**src/quadrature_majority_filter_defines.svh**
```systemverilog
// Assertion macros shared by the RTL of the quadrature majority filter.
// Needs no other file; the using module must have i_clk and i_rst_n.
`ifndef QUADRATURE_MAJORITY_FILTER_DEFINES_SVH
`define QUADRATURE_MAJORITY_FILTER_DEFINES_SVH

// Same-cycle implication, checked outside reset.
`define QMF_CHECK_NOW(label, ante, cons, msg) \
    label: assert property (@(posedge i_clk) disable iff (!i_rst_n) (ante) |-> (cons)) \
        else $error(msg);

// Next-cycle implication, checked outside reset.
`define QMF_CHECK_NEXT(label, ante, cons, msg) \
    label: assert property (@(posedge i_clk) disable iff (!i_rst_n) (ante) |=> (cons)) \
        else $error(msg);

`endif

```
**src/qmf_pkg.sv**
```systemverilog
// Types and constants of the quadrature majority filter.
// No dependencies; used by qmf_window and the top level.
package qmf_pkg;

    localparam int WS_W = 5;          // width of the window size register
    localparam int CMP_W = 7;         // wide enough to compare against store depths up to 127
    localparam int RUN_W = 8;

    localparam logic [WS_W-1:0]  WINDOW_RESET = 5'd5;
    localparam logic [RUN_W-1:0] RUN_LIMIT    = 8'd255;
    localparam logic [RUN_W-1:0] STABLE_MIN   = 8'd2;

    // Control from the sequencer to each window slice.
    typedef struct packed {
        logic clear;   // empty the window and its count
        logic start;   // zero the count for a new word
        logic shift;   // rotate the window by one entry
        logic load;    // the entry passing the tap takes the new sample
        logic count;   // the entry passing the tap is inside the window
    } t_win_ctl;

endpackage

```
**src/quadrature_majority_filter.sv**
```systemverilog
// Channel  | handshake                  | payload
// ---------+----------------------------+------------------------------------
// input    | i_in_valid / o_in_ready    | i_cmd, i_a_sample, i_b_sample
// output   | o_out_valid / i_out_ready  | o_filtered_a, o_filtered_b, o_stable
// config   | i_cfg_we (no wait)         | i_cfg_data
//
// A sample word goes from ST_IDLE through ST_SCAN to ST_DONE, which registers its result once
// the output register is free; the windows rotate past a single tap one entry per cycle.
// A clear word goes straight to ST_DONE; one word is in work at a time, taken in ST_IDLE.
// Reset (synchronous, active low) and every configuration write empty the windows.
// A result waiting in the output register does not block acceptance of the next word.
// Top level of the quadrature majority filter; depends on qmf_pkg, qmf_window and
// quadrature_majority_filter_defines.svh.
`include "quadrature_majority_filter_defines.svh"

module quadrature_majority_filter
    import qmf_pkg::*;
#(
    parameter int MAX_DEPTH = 16
) (
    input  logic            i_clk,
    input  logic            i_rst_n,
    input  logic            i_cfg_we,
    input  logic [WS_W-1:0] i_cfg_data,
    input  logic            i_in_valid,
    output logic            o_in_ready,
    input  logic            i_cmd,
    input  logic            i_a_sample,
    input  logic            i_b_sample,
    output logic            o_out_valid,
    input  logic            i_out_ready,
    output logic            o_filtered_a,
    output logic            o_filtered_b,
    output logic            o_stable
);

    localparam int CW = $clog2(MAX_DEPTH + 1);
    localparam logic [CW-1:0] LAST_IDX = CW'(MAX_DEPTH - 1);

    localparam logic [1:0] ST_IDLE = 2'd0;
    localparam logic [1:0] ST_SCAN = 2'd1;
    localparam logic [1:0] ST_DONE = 2'd2;

    logic [1:0]       r_state, n_state;
    logic [CW-1:0]    r_idx, n_idx;
    logic [CW-1:0]    r_wp, n_wp;
    logic [RUN_W-1:0] r_run, n_run;
    logic             r_held_a, n_held_a;
    logic             r_held_b, n_held_b;
    logic [WS_W-1:0]  r_ws;
    logic             r_cmd, r_a, r_b;
    logic             r_out_valid, n_out_valid;
    logic             r_fa, r_fb, r_st;

    logic [CW-1:0]    n_eff, wp_eff, wp_inc, ones_a, ones_b;
    logic             accept, done_fire, lvl_a, lvl_b;
    t_win_ctl         ctl;

    assign accept    = i_in_valid && (r_state == ST_IDLE);
    assign done_fire = (r_state == ST_DONE) && (!r_out_valid || i_out_ready);

    // Effective window size: zero counts as one, anything past the store depth saturates.
    always_comb begin
        if (r_ws == '0) begin
            n_eff = CW'(1);
        end else if ({{(CMP_W-WS_W){1'b0}}, r_ws} > CMP_W'(MAX_DEPTH)) begin
            n_eff = CW'(MAX_DEPTH);
        end else begin
            n_eff = CW'(r_ws);
        end
    end

    assign wp_eff = (r_wp >= n_eff) ? '0 : r_wp;
    assign wp_inc = wp_eff + CW'(1);

    always_comb begin
        ctl.clear = !i_rst_n || i_cfg_we || (done_fire && r_cmd);
        ctl.start = accept;
        ctl.shift = (r_state == ST_SCAN);
        ctl.load  = (r_state == ST_SCAN) && (r_idx == wp_eff);
        ctl.count = (r_idx < n_eff);
    end

    qmf_window #(
        .DEPTH (MAX_DEPTH),
        .CW    (CW)
    ) u_win_a (
        .i_clk    (i_clk),
        .i_ctl    (ctl),
        .i_sample (r_a),
        .o_ones   (ones_a)
    );

    qmf_window #(
        .DEPTH (MAX_DEPTH),
        .CW    (CW)
    ) u_win_b (
        .i_clk    (i_clk),
        .i_ctl    (ctl),
        .i_sample (r_b),
        .o_ones   (ones_b)
    );

    assign lvl_a = (ones_a > (n_eff >> 1));
    assign lvl_b = (ones_b > (n_eff >> 1));

    always_comb begin
        n_state     = r_state;
        n_idx       = r_idx;
        n_wp        = r_wp;
        n_run       = r_run;
        n_held_a    = r_held_a;
        n_held_b    = r_held_b;
        n_out_valid = r_out_valid && !i_out_ready;
        unique case (r_state)
            ST_IDLE: begin
                if (accept) begin
                    n_idx   = '0;
                    n_state = i_cmd ? ST_DONE : ST_SCAN;
                end
            end
            ST_SCAN: begin
                if (r_idx == LAST_IDX) begin
                    n_state = ST_DONE;
                end else begin
                    n_idx = r_idx + CW'(1);
                end
            end
            ST_DONE: begin
                if (done_fire) begin
                    n_out_valid = 1'b1;
                    n_state     = ST_IDLE;
                    if (r_cmd) begin
                        n_wp     = '0;
                        n_run    = '0;
                        n_held_a = 1'b0;
                        n_held_b = 1'b0;
                    end else begin
                        n_wp = (wp_inc == n_eff) ? '0 : wp_inc;
                        if (lvl_a == r_held_a && lvl_b == r_held_b) begin
                            if (r_run != RUN_LIMIT) begin
                                n_run = r_run + RUN_W'(1);
                            end
                        end else begin
                            n_run    = '0;
                            n_held_a = lvl_a;
                            n_held_b = lvl_b;
                        end
                    end
                end
            end
            default: begin
                n_state = ST_IDLE;
            end
        endcase
        // The user must write the configuration only while idle (not enforced here); it restarts the filter.
        if (i_cfg_we) begin
            n_wp     = '0;
            n_run    = '0;
            n_held_a = 1'b0;
            n_held_b = 1'b0;
        end
    end

    always_ff @(posedge i_clk) begin
        if (!i_rst_n) begin
            r_state     <= ST_IDLE;
            r_idx       <= '0;
            r_wp        <= '0;
            r_run       <= '0;
            r_held_a    <= 1'b0;
            r_held_b    <= 1'b0;
            r_ws        <= WINDOW_RESET;
            r_out_valid <= 1'b0;
        end else begin
            r_state     <= n_state;
            r_idx       <= n_idx;
            r_wp        <= n_wp;
            r_run       <= n_run;
            r_held_a    <= n_held_a;
            r_held_b    <= n_held_b;
            r_out_valid <= n_out_valid;
            if (i_cfg_we) begin
                r_ws <= i_cfg_data;
            end
        end
    end

    always_ff @(posedge i_clk) begin
        if (accept) begin
            r_cmd <= i_cmd;
            r_a   <= i_a_sample;
            r_b   <= i_b_sample;
        end
        if (done_fire) begin
            r_fa <= n_held_a;
            r_fb <= n_held_b;
            r_st <= (n_run >= STABLE_MIN);
        end
    end

    assign o_in_ready   = (r_state == ST_IDLE);
    assign o_out_valid  = r_out_valid;
    assign o_filtered_a = r_fa;
    assign o_filtered_b = r_fb;
    assign o_stable     = r_st;

    `QMF_CHECK_NOW(a_wp_in_window, r_state == ST_IDLE, r_wp < n_eff, "write position outside window")
    `QMF_CHECK_NOW(a_ones_bounded, r_state == ST_DONE, (ones_a <= n_eff) && (ones_b <= n_eff), "ones count exceeds window size")
    `QMF_CHECK_NEXT(a_clear_result, done_fire && r_cmd, o_out_valid && !o_filtered_a && !o_filtered_b && !o_stable, "clear word did not give a zero result")

endmodule

```
**src/qmf_window.sv**
```systemverilog
// One circular sample window held as a rotating shift register, with a serial ones counter.
// Depends on qmf_pkg.
module qmf_window
    import qmf_pkg::*;
#(
    parameter int DEPTH = 16,
    parameter int CW    = 5
) (
    input  logic          i_clk,
    input  t_win_ctl      i_ctl,
    input  logic          i_sample,
    output logic [CW-1:0] o_ones
);

    logic [DEPTH-1:0] r_win, n_win;
    logic [CW-1:0]    r_ones, n_ones;
    logic             tap;

    // Entry 0 is the tap; after DEPTH shifts the window is back in place.
    assign tap = i_ctl.load ? i_sample : r_win[0];

    always_comb begin
        n_win  = r_win;
        n_ones = r_ones;
        priority if (i_ctl.clear) begin
            n_win  = '0;
            n_ones = '0;
        end else if (i_ctl.start) begin
            n_ones = '0;
        end else if (i_ctl.shift) begin
            n_win = DEPTH'({tap, r_win} >> 1);
            if (i_ctl.count) begin
                n_ones = r_ones + CW'(tap);
            end
        end
    end

    always_ff @(posedge i_clk) begin
        r_win  <= n_win;
        r_ones <= n_ones;
    end

    assign o_ones = r_ones;

endmodule
```
**config.mk**
```make
export PLATFORM = sky130hd
export DESIGN_NAME = quadrature_majority_filter
export DESIGN_NICKNAME = d
export VERILOG_FILES = /design/src/qmf_pkg.sv /design/src/quadrature_majority_filter.sv /design/src/qmf_window.sv
export VERILOG_INCLUDE_DIRS = /design/src /design/src/src
export SDC_FILE = /design/constraint.sdc
export NUM_CORES = 1
export LEC_CHECK = 0
export BUFFER_PORTS_ARGS = -buffer_cell sky130_fd_sc_hd__buf_4
export CAP_MARGIN = 10
export CORE_MARGIN = 4
export CORE_UTILIZATION = 30
export CTS_CLUSTER_SIZE = 16
export DETAILED_ROUTE_END_ITERATION = 8
export HOLD_SLACK_MARGIN = 0.12
export PLACE_DENSITY = 0.56
export SYNTH_ARGS = -nofsm -noshare
export SYNTH_HDL_FRONTEND = slang
export SYNTH_SLANG_ARGS = --single-unit
```
**constraint.sdc**
```tcl
create_clock -name i_clk -period 7.5 [get_ports i_clk]
set_clock_uncertainty 0.1 [all_clocks]
set_input_delay 1.125 -clock i_clk [delete_from_list [all_inputs] [get_ports i_clk]]
set_output_delay 1.125 -clock i_clk [all_outputs]
set_load 0.02 [all_outputs]
```
==> out/qor.csv <==
metric,value,unit
status,"finished, final reports clean",
die_h,124,um
place_ws,3460,ps
ys.flop_type,dfxtp_1,
synthTopCellsByCount,"nand2_1, dfxtp_1, a21oi_1",
synth_top_area_cell,dfxtp_1,
post-synth-top-count-cell,nand2_1,
synthesis.nets,520,
worstSetupPathType,reg2reg,
avgRoutedWirePerCell,13.2,um
cts_made_buffers,9,
antenna_left,0,
n_fill_cell,1360,
first_iter_violations,271,
grt_antenna_before_repair,0,
worst_pin_slew,1140,ps
clock.fmax,0.249,GHz
cts_resized,0,
nets,529,
r2r_end,r_wp[2]$_SDFFE_PP0P_,
cts_tree,yes,
cts_num_sinks,76,
synth-async-reset-ratio,0,%
p_leak,0.00162,uW
ioPinCount,18,
r2r_start,r_ws[4]$_SDFFE_PN0P_,
cts-root-buf,clkbuf_16,
slew_violations,0,
synth_edf_count,6,
hold_depth,2,
grt_pass1_wl,15.2,mm
crit_arrival,4150,ps
place.gp.congestion,0.890,
cts_setup_buffers,0,
synth_top_area_share,34.8,%
worst_setup_path_end_kind,flip-flop,
required,7630,ps
ff2ff_setup_slack,3480,ps
dpl.hpwl,6.25,mm
worst-r2r-cell-count,16,
netlist_area,4030,um2
vias_per_cell,4.99,
clk_path_buf_depth,2,
start_kind,flip-flop,
rows,42,
diodes,0,
drc_errors,0,
ys_warn_count,0,
clkSlewWorstSetupHoldPaths,70,ps
wl,8.87,mm
setup_ws,3480,ps
power_density,213,nW/um2
grt_use_total,12.4,%
cts_hold_buf,0,
finalCritPeriodShare,53.6,%
grt_max_degree,37,
hold_class,reg2reg,
netlist_top_cells_area,"dfxtp_1, nand2_1, ha_1",
syn-mean-instance-area,8.37,um2
dieArea,15400,um2
syn_inst,482,
seq_area_frac_synth,39.2,%
cts_max_level,3,
setup_viol,0,
portBuffers,17,
dr.pass1.iters,4,
start_util,30.6,%
relSlewSlack,23.8,%
vdd_drop_max,0.0998,mV
ys_ff_latch,76,
grt_overflow,0,
fin_crit,4020,ps
cp_max_fo,9,
layout-drive-gt1-share,9.27,%
area_delta_synth_final,14.3,%
hold_path_startpoint,u_win_b.r_win[3]$_SDFFE_PP0P_,
first_global_vias,3173,
fin_util,35.0,%
core,13200,um2
hold_violations,0,
vias,3355,
die_width,124,um
rsz0062_at_grt,no,
tns,0,ps
min_to,u_win_b.r_win[2]$_SDFFE_PP0P_,
worstSkewPairLatency,340,ps
yosysUniqueCellTypes,62,
maxCapViolCount,0,
## power breakdown
group | total [uW] | internal, uW | switching, uW
clock | 457 | 267 | 190
combinational | 102 | 35.0 | 66.6
sequential | 424 | 416 | 7.85
total | 982 | 718 | 265
## kinds of logic after synthesis
kind of cell | synth area share, %
adders and majority gates | 7.76
xor gates and xnor gates | 4.03
buffers and inverters | 4.16
muxes | 3.29
DFF | 39.2
AOI/OAI and AO/OA | 19.1
and+or+nand+nor | 22.4
## worst max-delay path by stage
| stage | cells past startpoint | end | from |
|---|---|---|---|
| 5_1_grt | 16 | r_wp[2]$_SDFFE_PP0P_ | r_ws[4]$_SDFFE_PN0P_ |
| 3_3_place_gp | 16 | r_wp[2]$_SDFFE_PP0P_ | r_ws[4]$_SDFFE_PN0P_ |
| 3_5_place_dp | 16 | r_wp[2]$_SDFFE_PP0P_ | r_ws[4]$_SDFFE_PN0P_ |
| 4_1_cts | 16 | r_wp[2]$_SDFFE_PP0P_ | r_ws[4]$_SDFFE_PN0P_ |
| 6_report | 16 | r_wp[2]$_SDFFE_PP0P_ | r_ws[4]$_SDFFE_PN0P_ |
| 2_1_floorplan | 16 | r_wp[2]$_SDFFE_PP0P_ | r_ws[3]$_SDFFE_PN0P_ |
## routing by layer
metal	share of wire, %	routed length (um)	GRT usage [%]	vias up
li1	-	-	-	1719
met1	51	4500	17.1	1560
met2	44	3890	18.7	61
met3	3.6	318	3.22	15
met4	1.8	159	4.79	0
met5	0	0	0	-
## through the flow
stage / instances / hold WS (ps) / area (um2) / total power [uW]
after global routing: 672 / 353 / 4610 / 1030
final: 672 / 350 / 4610 / 982
after CTS: 672 / 352 / 4610 / 994
after global placement: 656 / 338 / 4300 / 534
after floorplan: 482 / 332 / 4030 / 508
after detailed placement: 656 / 343 / 4300 / 535
## worst max-delay path: stages (launching register included)
cell and delay (ps):
dfxtp_1 480, inv_2 160, o21ai_0 160, inv_1 80, ha_1 270, nor3b_1 220
o21ai_1 190, a21oi_1 330, and2_1 180, ha_1 270, nand3_1 120, xor2_1 240
and3_1 200, a32oi_1 140, a211oi_2 360, nor3_2 90, a221o_1 310
## state kept, by name, indices dropped and copies added, names as in the netlist, 5 cells and up
signal and flops:
r_wp 5, u_win_a.o_ones 5, u_win_b.o_ones 5, u_win_b.r_win 16, r_idx 5, r_ws 5
r_run 8, u_win_a.r_win 16
## layout make-up
class,instances,area [um2],area share [%]
inverters,20,75.1,1.63
well taps,176,220,4.78
clock buffers,9,225,4.88
flip-flops and latches,76,1580,34.3
repair buffers,18,135,2.93
clock inverters,7,87.6,1.90
multi-input cells,366,2290,49.6
## placed cells by master, fill, tap and decap left out, types with 11 or more instances in the layout
cell and n:
a21oi_1 48, dfxtp_1 70, inv_1 18, ha_1 25, nor2_1 38, mux2i_1 11, nand2_1 84, nor3_1 13
o21ai_0 13, xnor2_1 13, buf_4 18
(Power assumes the default switching activity.)
